File: src/rtl/core/bpt_pkg.sv
// Package for the barometric compensation block: widths, constants,
// micro-op encoding and the control structs shared by the sequencer and datapath.
// No dependencies.
`timescale 1ns / 1ps
`default_nettype none

package bpt_pkg;

    // Field widths
    localparam int RAW_W     = 24;
    localparam int CAL_W     = 16;
    localparam int CAL_WORDS = 6;
    localparam int CFG_IDX_W = 3;
    localparam int DT_W      = 25;
    localparam int TEMP_W    = 19;
    localparam int PRES_W    = 32;

    // Datapath widths
    localparam int MA_W   = 25;
    localparam int MB_W   = 18;
    localparam int PROD_W = MA_W + MB_W;
    localparam int OFF_W  = 35;
    localparam int SENS_W = 35;
    localparam int ACC_W  = 62;
    localparam int STEP_W = 4;

    // Calibration word slots
    localparam logic [CFG_IDX_W-1:0] CAL_C1 = 3'd0;
    localparam logic [CFG_IDX_W-1:0] CAL_C2 = 3'd1;
    localparam logic [CFG_IDX_W-1:0] CAL_C3 = 3'd2;
    localparam logic [CFG_IDX_W-1:0] CAL_C4 = 3'd3;
    localparam logic [CFG_IDX_W-1:0] CAL_C5 = 3'd4;
    localparam logic [CFG_IDX_W-1:0] CAL_C6 = 3'd5;

    // Sample / result kinds
    localparam logic KIND_TEMP = 1'b0;
    localparam logic KIND_PRES = 1'b1;

    localparam logic signed [TEMP_W-1:0] TEMP_BASE = 19'sd2000;

    typedef logic [STEP_W-1:0] step_t;

    typedef enum logic [0:0] {
        MA_DT,
        MA_RAW
    } mul_a_t;

    typedef enum logic [2:0] {
        MB_C4,
        MB_C3,
        MB_C6,
        MB_SLO,
        MB_SHI
    } mul_b_t;

    typedef enum logic [3:0] {
        ALU_NOP,
        ALU_DT,
        ALU_TEMP_FIN,
        ALU_OFF,
        ALU_SENS,
        ALU_LOAD,
        ALU_ACC,
        ALU_SUB,
        ALU_PRES_FIN
    } alu_op_t;

    typedef enum logic [1:0] {
        SEQ_NEXT,
        SEQ_BR_PRES,
        SEQ_END
    } seq_op_t;

    typedef enum logic [0:0] {
        ST_IDLE,
        ST_RUN
    } seq_state_t;

    typedef struct packed {
        logic    mul_en;
        mul_a_t  mul_a;
        mul_b_t  mul_b;
        alu_op_t alu_op;
        seq_op_t seq_op;
        step_t   target;
    } uop_t;

    // Sequencer to datapath
    typedef struct packed {
        logic go;    // current micro-op executes this cycle
        logic load;  // sample beat accepted, latch it
        logic emit;  // last step of an item, result goes out
        uop_t uop;
    } ctl_t;

    typedef struct packed {
        logic                 we;
        logic [CFG_IDX_W-1:0] idx;
        logic [CAL_W-1:0]     data;
    } cfg_wr_t;

endpackage

`default_nettype wire

File: src/rtl/core/bpt_channels.sv
// Valid/ready channel interfaces: sample input, result output, config write.
// Depends on bpt_pkg.
`timescale 1ns / 1ps
`default_nettype none

interface bpt_sample_if import bpt_pkg::*; ();
    logic             valid;
    logic             ready;
    logic             opcode;
    logic [RAW_W-1:0] raw_sample;

    modport source (output valid, output opcode, output raw_sample, input ready);
    modport sink   (input valid, input opcode, input raw_sample, output ready);
endinterface

interface bpt_result_if import bpt_pkg::*; ();
    logic                     valid;
    logic                     ready;
    logic                     result_kind;
    logic signed [TEMP_W-1:0] temperature_centi;
    logic signed [PRES_W-1:0] pressure_value;

    modport source (output valid, output result_kind, output temperature_centi,
                    output pressure_value, input ready);
    modport sink   (input valid, input result_kind, input temperature_centi,
                    input pressure_value, output ready);
endinterface

interface bpt_cfg_if import bpt_pkg::*; ();
    logic                 valid;
    logic                 ready;
    logic [CFG_IDX_W-1:0] reg_index;
    logic [CAL_W-1:0]     wr_data;

    modport source (output valid, output reg_index, output wr_data, input ready);
    modport sink   (input valid, input reg_index, input wr_data, output ready);
endinterface

`default_nettype wire

File: src/rtl/core/bpt_sequencer.sv
// Microcode sequencer: step counter, control-store ROM, branch on sample kind.
// Depends on bpt_pkg.
`timescale 1ns / 1ps
`default_nettype none

module bpt_sequencer import bpt_pkg::*; (
    input  wire logic clk,
    input  wire logic rst_n,
    input  wire logic in_valid,
    output logic      in_ready,
    input  wire logic kind,
    input  wire logic out_busy,
    output ctl_t      ctl,
    output logic      busy
);

    localparam step_t ST_DISPATCH = 4'd0;
    localparam step_t ST_T_DT     = 4'd1;
    localparam step_t ST_T_MUL    = 4'd2;
    localparam step_t ST_T_FIN    = 4'd3;
    localparam step_t ST_P_OFF    = 4'd4;
    localparam step_t ST_P_SENS   = 4'd5;
    localparam step_t ST_P_MLO    = 4'd6;
    localparam step_t ST_P_MHI    = 4'd7;
    localparam step_t ST_P_ACC    = 4'd8;
    localparam step_t ST_P_SUB    = 4'd9;
    localparam step_t ST_P_FIN    = 4'd10;

    // Control store
    function automatic uop_t ucode_rom(input step_t addr);
        uop_t u;
        u.mul_en = 1'b0;
        u.mul_a  = MA_DT;
        u.mul_b  = MB_C4;
        u.alu_op = ALU_NOP;
        u.seq_op = SEQ_NEXT;
        u.target = ST_DISPATCH;
        case (addr)
            ST_DISPATCH:
            begin
                u.mul_en = 1'b1;          // dT*C4, used by the pressure path
                u.seq_op = SEQ_BR_PRES;
                u.target = ST_P_OFF;
            end
            ST_T_DT:     u.alu_op = ALU_DT;
            ST_T_MUL:
            begin
                u.mul_en = 1'b1;
                u.mul_b  = MB_C6;
            end
            ST_T_FIN:
            begin
                u.alu_op = ALU_TEMP_FIN;
                u.seq_op = SEQ_END;
            end
            ST_P_OFF:
            begin
                u.alu_op = ALU_OFF;
                u.mul_en = 1'b1;
                u.mul_b  = MB_C3;
            end
            ST_P_SENS:   u.alu_op = ALU_SENS;
            ST_P_MLO:
            begin
                u.mul_en = 1'b1;
                u.mul_a  = MA_RAW;
                u.mul_b  = MB_SLO;
            end
            ST_P_MHI:
            begin
                u.alu_op = ALU_LOAD;
                u.mul_en = 1'b1;
                u.mul_a  = MA_RAW;
                u.mul_b  = MB_SHI;
            end
            ST_P_ACC:    u.alu_op = ALU_ACC;
            ST_P_SUB:    u.alu_op = ALU_SUB;
            ST_P_FIN:
            begin
                u.alu_op = ALU_PRES_FIN;
                u.seq_op = SEQ_END;
            end
            default:     u.seq_op = SEQ_END;
        endcase
        return u;
    endfunction

    seq_state_t state_reg, state_next;
    step_t      step_reg, step_next;
    uop_t       uop;
    logic       is_end;
    logic       go;
    logic       accept;

    always_ff @(posedge clk or negedge rst_n)
    begin
        if (!rst_n)
        begin
            state_reg <= ST_IDLE;
            step_reg  <= ST_DISPATCH;
        end
        else
        begin
            state_reg <= state_next;
            step_reg  <= step_next;
        end
    end

    always_comb
    begin
        uop      = ucode_rom(step_reg);
        is_end   = (uop.seq_op == SEQ_END);
        go       = (state_reg == ST_RUN) && !(is_end && out_busy);
        in_ready = (state_reg == ST_IDLE) || (go && is_end);
        accept   = in_valid && in_ready;

        state_next = state_reg;
        step_next  = step_reg;
        case (state_reg)
            ST_IDLE:
            begin
                if (accept)
                begin
                    state_next = ST_RUN;
                    step_next  = ST_DISPATCH;
                end
            end
            ST_RUN:
            begin
                if (go)
                begin
                    if (is_end)
                    begin
                        step_next  = ST_DISPATCH;
                        state_next = accept ? ST_RUN : ST_IDLE;
                    end
                    else if (uop.seq_op == SEQ_BR_PRES && kind == KIND_PRES)
                        step_next = uop.target;
                    else
                        step_next = step_t'(step_reg + 1'b1);
                end
            end
            default:
            begin
                state_next = ST_IDLE;
                step_next  = ST_DISPATCH;
            end
        endcase

        ctl.go   = go;
        ctl.load = accept;
        ctl.emit = go && is_end;
        ctl.uop  = uop;
        busy     = (state_reg == ST_RUN);
    end

endmodule

`default_nettype wire

File: src/rtl/core/bpt_datapath.sv
// Datapath: calibration words, shared 25x18 multiplier, accumulator and
// truncating shifts driven by the sequencer's micro-ops. Depends on bpt_pkg.
`timescale 1ns / 1ps
`default_nettype none

module bpt_datapath import bpt_pkg::*; (
    input  wire logic             clk,
    input  wire logic             rst_n,
    input  wire ctl_t             ctl,
    input  wire cfg_wr_t          cfg,
    input  wire logic             opcode,
    input  wire logic [RAW_W-1:0] raw_sample,
    output logic                  kind,
    output logic signed [TEMP_W-1:0] res_temp,
    output logic signed [PRES_W-1:0] res_pres
);

    localparam logic signed [46:0] PRES_MAX = 47'sd2147483647;
    localparam logic signed [46:0] PRES_MIN = -47'sd2147483648;

    logic [CAL_W-1:0]         cal_reg [CAL_WORDS];
    logic signed [DT_W-1:0]   dt_reg, dt_next;
    logic signed [TEMP_W-1:0] temp_reg;
    logic                     kind_reg;
    logic [RAW_W-1:0]         raw_reg;
    logic signed [PROD_W-1:0] prod_reg, prod_next;
    logic signed [OFF_W-1:0]  off_reg, off_next;
    logic signed [SENS_W-1:0] sens_reg, sens_next;
    logic signed [ACC_W-1:0]  acc_reg, acc_next;

    logic signed [MA_W-1:0]   mul_a;
    logic signed [MB_W-1:0]   mul_b;
    logic [PROD_W-1:0]        prod_b7, prod_b8, prod_b23;
    logic [ACC_W-1:0]         acc_b15, acc_b21;
    logic signed [40:0]       q21;
    logic signed [46:0]       q15;
    logic signed [TEMP_W-1:0] temp_new;
    logic signed [PRES_W-1:0] pres_sat;

    // Calibration registers
    always_ff @(posedge clk or negedge rst_n)
    begin
        if (!rst_n)
        begin
            for (int i = 0; i < CAL_WORDS; i++)
                cal_reg[i] <= '0;
        end
        else if (cfg.we)
        begin
            for (int i = 0; i < CAL_WORDS; i++)
                if (cfg.idx == CFG_IDX_W'(i))
                    cal_reg[i] <= cfg.data;
        end
    end

    // Operand select
    always_comb
    begin
        case (ctl.uop.mul_a)
            MA_RAW:  mul_a = $signed({1'b0, raw_reg});
            default: mul_a = dt_reg;
        endcase
        case (ctl.uop.mul_b)
            MB_C4:   mul_b = $signed({2'b00, cal_reg[CAL_C4]});
            MB_C3:   mul_b = $signed({2'b00, cal_reg[CAL_C3]});
            MB_C6:   mul_b = $signed({2'b00, cal_reg[CAL_C6]});
            MB_SLO:  mul_b = $signed({1'b0, sens_reg[16:0]});
            MB_SHI:  mul_b = sens_reg[SENS_W-1:17];
            default: mul_b = '0;
        endcase
        prod_next = mul_a * mul_b;
    end

    // Truncating divides by 2^k: bias negatives by 2^k-1, then drop k bits
    always_comb
    begin
        prod_b7  = prod_reg + {{(PROD_W-7){1'b0}}, {7{prod_reg[PROD_W-1]}}};
        prod_b8  = prod_reg + {{(PROD_W-8){1'b0}}, {8{prod_reg[PROD_W-1]}}};
        prod_b23 = prod_reg + {{(PROD_W-23){1'b0}}, {23{prod_reg[PROD_W-1]}}};
        acc_b15  = acc_reg + {{(ACC_W-15){1'b0}}, {15{acc_reg[ACC_W-1]}}};
        acc_b21  = acc_reg + {{(ACC_W-21){1'b0}}, {21{acc_reg[ACC_W-1]}}};
        q21      = $signed(acc_b21[ACC_W-1:21]);
        q15      = $signed(acc_b15[ACC_W-1:15]);

        temp_new = $signed(prod_b23[41:23]) + TEMP_BASE;

        if (q15 > PRES_MAX)
            pres_sat = 32'sh7FFF_FFFF;
        else if (q15 < PRES_MIN)
            pres_sat = 32'sh8000_0000;
        else
            pres_sat = q15[PRES_W-1:0];
    end

    // ALU
    always_comb
    begin
        dt_next   = $signed({1'b0, raw_reg}) - $signed({1'b0, cal_reg[CAL_C5], 8'h00});
        off_next  = $signed({3'b000, cal_reg[CAL_C2], 16'h0000}) + $signed(prod_b7[41:7]);
        sens_next = $signed({4'h0, cal_reg[CAL_C1], 15'h0000}) + $signed(prod_b8[42:8]);
        case (ctl.uop.alu_op)
            ALU_LOAD: acc_next = {{(ACC_W-PROD_W){prod_reg[PROD_W-1]}}, prod_reg};
            ALU_ACC:  acc_next = acc_reg
                               + {{(ACC_W-PROD_W-17){prod_reg[PROD_W-1]}}, prod_reg, 17'h0};
            ALU_SUB:  acc_next = {{(ACC_W-41){q21[40]}}, q21}
                               - {{(ACC_W-OFF_W){off_reg[OFF_W-1]}}, off_reg};
            default:  acc_next = acc_reg;
        endcase
    end

    // Stored temperature state
    always_ff @(posedge clk or negedge rst_n)
    begin
        if (!rst_n)
        begin
            dt_reg   <= '0;
            temp_reg <= '0;
        end
        else if (ctl.go)
        begin
            if (ctl.uop.alu_op == ALU_DT)
                dt_reg <= dt_next;
            if (ctl.uop.alu_op == ALU_TEMP_FIN)
                temp_reg <= temp_new;
        end
    end

    // Working registers
    always_ff @(posedge clk)
    begin
        if (ctl.load)
        begin
            kind_reg <= opcode;
            raw_reg  <= raw_sample;
        end
        if (ctl.go)
        begin
            if (ctl.uop.mul_en)
                prod_reg <= prod_next;
            if (ctl.uop.alu_op == ALU_OFF)
                off_reg <= off_next;
            if (ctl.uop.alu_op == ALU_SENS)
                sens_reg <= sens_next;
            acc_reg <= acc_next;
        end
    end

    // Result fields, valid on the emitting step
    always_comb
    begin
        kind     = kind_reg;
        res_temp = (ctl.uop.alu_op == ALU_TEMP_FIN) ? temp_new : temp_reg;
        res_pres = (ctl.uop.alu_op == ALU_PRES_FIN) ? pres_sat : '0;
    end

endmodule

`default_nettype wire

File: src/rtl/core/baro_pressure_temp_compensation_unit.sv
// Top level of the barometric compensation block: sequencer, datapath, result register.
// Depends on bpt_pkg, bpt_channels, bpt_sequencer, bpt_datapath.
//
// Usage:
//  - sample_ch (sink): one beat per raw conversion; opcode 0 = temperature,
//    1 = pressure. raw_sample is the unsigned 24-bit reading.
//  - cfg_ch (sink): writes calibration word C1..C6 at reg_index 0..5; always
//    ready, indexes 6 and 7 are dropped. Write only while the block is idle.
//  - result_ch (source): one beat per sample. Temperature beats carry the new
//    temperature and a zero pressure; pressure beats carry the stored
//    temperature and the saturated pressure in pascals.
//  - A sample's microprogram runs to its last step before the next sample is
//    taken; a pressure item runs a longer microprogram than a temperature item,
//    all on the single shared 25x18 multiplier.
//  - Intake happens on the last microcode step of the current item. One result
//    may wait in the output register; if it is still held when the next item
//    reaches its last step, the sequencer and intake stop until it is taken.
//  - Reset clears calibration words, stored dT and temperature, and the
//    sequencer; no result is pending after reset.
`timescale 1ns / 1ps
`default_nettype none

module baro_pressure_temp_compensation_unit import bpt_pkg::*; (
    input  wire logic    clk,
    input  wire logic    rst_n,
    bpt_sample_if.sink   sample_ch,
    bpt_cfg_if.sink      cfg_ch,
    bpt_result_if.source result_ch
);

    ctl_t    ctl;
    cfg_wr_t cfg;
    logic    seq_busy;
    logic    out_busy;
    logic    dp_kind;

    logic signed [TEMP_W-1:0] dp_temp;
    logic signed [PRES_W-1:0] dp_pres;

    // Output register
    logic                     res_valid_reg, res_valid_next;
    logic                     res_kind_reg;
    logic signed [TEMP_W-1:0] res_temp_reg;
    logic signed [PRES_W-1:0] res_pres_reg;

    // Config writes land directly; the port never stalls.
    assign cfg_ch.ready = 1'b1;
    assign cfg.we       = cfg_ch.valid;
    assign cfg.idx      = cfg_ch.reg_index;
    assign cfg.data     = cfg_ch.wr_data;

    // Output slot is blocked when it holds a beat the sink is not taking.
    assign out_busy = res_valid_reg && !result_ch.ready;

    bpt_sequencer u_seq (
        .clk      (clk),
        .rst_n    (rst_n),
        .in_valid (sample_ch.valid),
        .in_ready (sample_ch.ready),
        .kind     (dp_kind),
        .out_busy (out_busy),
        .ctl      (ctl),
        .busy     (seq_busy)
    );

    bpt_datapath u_dp (
        .clk        (clk),
        .rst_n      (rst_n),
        .ctl        (ctl),
        .cfg        (cfg),
        .opcode     (sample_ch.opcode),
        .raw_sample (sample_ch.raw_sample),
        .kind       (dp_kind),
        .res_temp   (dp_temp),
        .res_pres   (dp_pres)
    );

    always_comb
    begin
        res_valid_next = res_valid_reg;
        if (ctl.emit)
            res_valid_next = 1'b1;
        else if (res_valid_reg && result_ch.ready)
            res_valid_next = 1'b0;
    end

    always_ff @(posedge clk or negedge rst_n)
    begin
        if (!rst_n)
            res_valid_reg <= 1'b0;
        else
            res_valid_reg <= res_valid_next;
    end

    always_ff @(posedge clk)
    begin
        if (ctl.emit)
        begin
            res_kind_reg <= dp_kind;
            res_temp_reg <= dp_temp;
            res_pres_reg <= dp_pres;
        end
    end

    assign result_ch.valid             = res_valid_reg;
    assign result_ch.result_kind       = res_kind_reg;
    assign result_ch.temperature_centi = res_temp_reg;
    assign result_ch.pressure_value    = res_pres_reg;

`ifndef SYNTHESIS
    // A taken sample always occupies the sequencer for at least one more step.
    a_no_back_to_back_intake: assert property (@(posedge clk) disable iff (!rst_n)
        (sample_ch.valid && sample_ch.ready) |=> !sample_ch.ready)
        else $error("sample taken while previous item still at its first step");

    // A result beat only appears out of a running microprogram.
    a_result_from_run: assert property (@(posedge clk) disable iff (!rst_n)
        $rose(result_ch.valid) |-> $past(seq_busy))
        else $error("result raised without a running sequence");
`endif

endmodule

`default_nettype wire
File: src/flat_wrapper.sv
// flat-port wrapper written by rule: the top's interface ports become plain ports
module baro_pressure_temp_compensation_unit_flat import bpt_pkg::*;
  (clk, rst_n, sample_ch_valid, sample_ch_opcode, sample_ch_raw_sample, sample_ch_ready, cfg_ch_valid, cfg_ch_reg_index, cfg_ch_wr_data, cfg_ch_ready, result_ch_valid, result_ch_result_kind, result_ch_temperature_centi, result_ch_pressure_value, result_ch_ready);
  bpt_sample_if sample_ch_i ();
  bpt_cfg_if cfg_ch_i ();
  bpt_result_if result_ch_i ();
  input  wire logic clk;
  input  wire logic rst_n;
  input wire logic [$bits(sample_ch_i.valid)-1:0] sample_ch_valid;
  input wire logic [$bits(sample_ch_i.opcode)-1:0] sample_ch_opcode;
  input wire logic [$bits(sample_ch_i.raw_sample)-1:0] sample_ch_raw_sample;
  output wire logic [$bits(sample_ch_i.ready)-1:0] sample_ch_ready;
  input wire logic [$bits(cfg_ch_i.valid)-1:0] cfg_ch_valid;
  input wire logic [$bits(cfg_ch_i.reg_index)-1:0] cfg_ch_reg_index;
  input wire logic [$bits(cfg_ch_i.wr_data)-1:0] cfg_ch_wr_data;
  output wire logic [$bits(cfg_ch_i.ready)-1:0] cfg_ch_ready;
  output wire logic [$bits(result_ch_i.valid)-1:0] result_ch_valid;
  output wire logic [$bits(result_ch_i.result_kind)-1:0] result_ch_result_kind;
  output wire logic [$bits(result_ch_i.temperature_centi)-1:0] result_ch_temperature_centi;
  output wire logic [$bits(result_ch_i.pressure_value)-1:0] result_ch_pressure_value;
  input wire logic [$bits(result_ch_i.ready)-1:0] result_ch_ready;
  assign sample_ch_i.valid = sample_ch_valid;
  assign sample_ch_i.opcode = sample_ch_opcode;
  assign sample_ch_i.raw_sample = sample_ch_raw_sample;
  assign sample_ch_ready = sample_ch_i.ready;
  assign cfg_ch_i.valid = cfg_ch_valid;
  assign cfg_ch_i.reg_index = cfg_ch_reg_index;
  assign cfg_ch_i.wr_data = cfg_ch_wr_data;
  assign cfg_ch_ready = cfg_ch_i.ready;
  assign result_ch_valid = result_ch_i.valid;
  assign result_ch_result_kind = result_ch_i.result_kind;
  assign result_ch_temperature_centi = result_ch_i.temperature_centi;
  assign result_ch_pressure_value = result_ch_i.pressure_value;
  assign result_ch_i.ready = result_ch_ready;
  baro_pressure_temp_compensation_unit u_core (.clk(clk), .rst_n(rst_n), .sample_ch(sample_ch_i), .cfg_ch(cfg_ch_i), .result_ch(result_ch_i));
endmodule
File: config.mk
export PLATFORM = sky130hd
export DESIGN_NAME = baro_pressure_temp_compensation_unit_flat
export DESIGN_NICKNAME = d
export VERILOG_FILES = /design/src/rtl/core/bpt_pkg.sv /design/src/rtl/core/bpt_channels.sv /design/src/rtl/core/bpt_sequencer.sv /design/src/rtl/core/bpt_datapath.sv /design/src/rtl/core/baro_pressure_temp_compensation_unit.sv /design/src/flat_wrapper.sv
export SDC_FILE = /design/constraint.sdc
export NUM_CORES = 2
export LEC_CHECK = 0
export BUFFER_PORTS_ARGS = -buffer_cell sky130_fd_sc_hd__buf_4
export CELL_PAD_IN_SITES_DETAIL_PLACEMENT = 0
export CELL_PAD_IN_SITES_GLOBAL_PLACEMENT = 1
export CORE_MARGIN = 2
export CORE_UTILIZATION = 33
export DETAILED_ROUTE_END_ITERATION = 8
export PLACE_DENSITY_LB_ADDON = 0.1
export SYNTH_ARGS = -nofsm -noshare
export SYNTH_HDL_FRONTEND = slang
export SYNTH_SLANG_ARGS = --single-unit
File: constraint.sdc
create_clock -name clk -period 9.3 [get_ports clk]
set_clock_uncertainty 0.2 [all_clocks]
set_input_delay 1.395 -clock clk [delete_from_list [all_inputs] [get_ports clk]]
set_output_delay 1.395 -clock clk [all_outputs]
set_load 0.1 [all_outputs]
==> flow_metrics.tcl <==
set metrics [dict create \
    worstPathMaxFanout 48 \
    synth_seq_cells 398 \
    drv_cap 0 \
    synth_seq_area_share_pct 26.6 \
    ioPinCount 104 \
    clockRootBuffer "clkbuf_16" \
    port_buffers 102 \
    insertion_delay_ns 0.66 \
    dpl.hpwl_mm 124 \
    post_drt_wl_per_cell_um 24.7 \
    synthDistinctLibCells 89 \
    finalCritPeriodShare_pct 94.6 \
    avgSynthCellArea_um2 9.56 \
    dr.pass1.iters 8 \
    hold_buffers 0 \
    vias 32200 \
    final_common_cell "inv_1" \
    synth-async-reset-ratio_pct 36.7 \
    gr-total-overflow 0 \
    synth_edf_count 252 \
    drt-total-wl_mm 154 \
    antenna_found_initial 3 \
    cts.htree.levels 2 \
    die_w_um 362 \
    largest_reg_flops 96 \
    synthCells 4417 \
    rows 131 \
    track_usage_pct 23.8 \
    routabilityCongestion 0.894 \
    drc 0 \
    status "finished clean" \
    max_stage_delay_ns 0.71 \
    drv_slew 0 \
    clkTransAtPathRegs_ns 0.06 \
    tritoncts "done" \
    ant_nets 0 \
    die-area_um2 131000 \
    grt_max_degree 87 \
    startpoint "u_core.u_seq.step_reg[0]" \
    fin_crit_ns 8.80 \
    hold_path_class "flip-flop to flip-flop" \
    crit_required_ns 9.48 \
    cp_slowest_cell "mux2i_1" \
    nets 5302 \
    cp-start-kind "flip-flop" \
    yosysWarnings 0 \
    end_kind "flip-flop" \
    synthFlopType "edfxtp_1" \
    crit_path_frequent_cell "fa_1" \
    max_freq_mhz 114 \
    hp-start "u_core.u_dp.temp_reg[10]" \
    n_fill_cell 13000 \
    clock-sinks 398 \
    cp_data_arrival_time_ns 8.98 \
    drt_first_iter_violations 2163 \
    clk_path_buf_depth 3 \
    syn2layout_area_growth_pct 11.7 \
    final_hold_viol_count 0 \
    finalSetupViolCount 0 \
    vias_per_cell 5.17 \
    worst_slew_pin_slew_ns 1.21 \
    postCtsSetupBuffers 0 \
    fin_util_pct 37.1 \
    rr_startpoint "u_core.u_seq.step_reg[0]" \
    grt_pass1_wl_mm 229 \
    core-area_um2 127000 \
    netlist_area_um2 42200 \
    mostFrequentLayoutCells "inv_1 (612), fa_1 (446), nand2_1 (416), nor2_1 (394), ha_1 (287)" \
    setup_tns_ns 0 \
    rsz0062_at_grt "no" \
    path_class "flip-flop to flip-flop" \
    die_y_um 362 \
    cts_resized 0 \
    relSlewSlack_pct 19.2 \
    start_util_pct 33.2 \
    grt_pass1_vias 33400 \
    drive_above_1_share_pct 11.3 \
    numCtsBuffers 52 \
]
## worst paths after layout
| kind | to | slack (ns) | cells past startpoint |
|---|---|---|---|
| max | u_core.u_dp.prod_reg[41] | 0.50 | 29 |
| min | u_core.u_dp.temp_reg[10] | 0.28 | 2 |
| max reg2reg | u_core.u_dp.prod_reg[41] | 0.50 | 29 |
| min reg2reg | u_core.u_dp.temp_reg[10] | 0.28 | 2 |
| max in group asynchronous | u_core.u_dp.temp_reg[9] | 6.67 | 2 |
| min in group asynchronous | u_core.u_dp.dt_reg[12] | 0.62 | 1 |
## cell usage after synthesis, types with 11 or more instances
cell	number	share of area (%)
o21ai_1	27	0.32
xnor2_1	206	4.3
ha_1	287	8.5
o21ai_2	25	0.52
mux2_2	121	3.2
nand2b_1	55	0.82
and3_1	53	0.79
edfxtp_1	252	18
o21ai_0	179	2.1
buf_1	14	0.12
a31oi_1	21	0.31
or2_2	19	0.28
inv_1	613	5.5
o31ai_1	20	0.36
mux2i_1	42	1.0
a222oi_1	18	0.43
nor3_1	42	0.50
a21o_1	92	1.6
nand2_1	416	3.7
o211ai_1	12	0.21
xor2_1	114	2.4
nand3_1	82	0.97
a22oi_1	17	0.30
fa_1	446	21
nand4_1	51	0.76
a21oi_1	146	1.7
nor2_1	399	3.5
nor2b_1	26	0.39
nor4_1	11	0.16
o21a_1	48	0.85
o21bai_1	32	0.57
clkbuf_1	142	1.3
and2_1	29	0.43
dfrtp_1	146	8.7
a211oi_1	20	0.36
## through the flow
stage	hold WS (ns)	instance area [µm²]	worst slack [ns]	std cells
final	0.283	47200	0.499	6227
after global routing	0.309	47200	0.00366	6226
after CTS	0.284	47200	0.332	6226
after detailed placement	0.270	45400	0.359	6128
after global placement	0.264	45400	0.385	6128
after floorplan	0.250	42200	0.694	4418
## per-layer routing
metal / global-route usage, % / part of all wire, % / up-vias
met5: 0 / 0 / -
li1: - / - / 15000
met4: 8.91 / 4.3 / 0
met2: 39.6 / 47 / 738
met1: 31.9 / 45 / 16200
met3: 2.39 / 3.9 / 196
## area by class of cell
class                   count  area, µm²  area share (%)
diodes                      1       2.50         0.00531
clock buffers              67       1470            3.12
clock inverters            31        287           0.607
inverters                 613       2300            4.88
multi-input cells        3238      28200            59.7
flip-flops and latches    398      11200            23.8
well taps                1662       2080            4.41
repair buffers            217       1650            3.49
## kinds of logic after synthesis
group / synth area share (%)
AND/OR/NAND/NOR: 13.5
XOR/XNOR: 6.64
buffers and inverters: 7.06
adder cells (fa/ha/maj): 29.7
flip-flops: 26.6
other: 0.00888
AO/OA/AOI/OAI: 12.3
multiplexers: 4.25
## critical path: cells and delay by family (launching register included)
kind	cells	cell delay, ns
and+or+nand+nor	3	0.43
adders and majority gates	8	3.77
muxes	1	0.71
buffers and inverters	8	1.15
DFF	1	0.39
AOI/OAI and AO/OA	8	1.75
xor gates and xnor gates	1	0.09
Power is not shown: default switching activity piles up to over one toggle a cycle in this logic, so the estimate is an artifact.
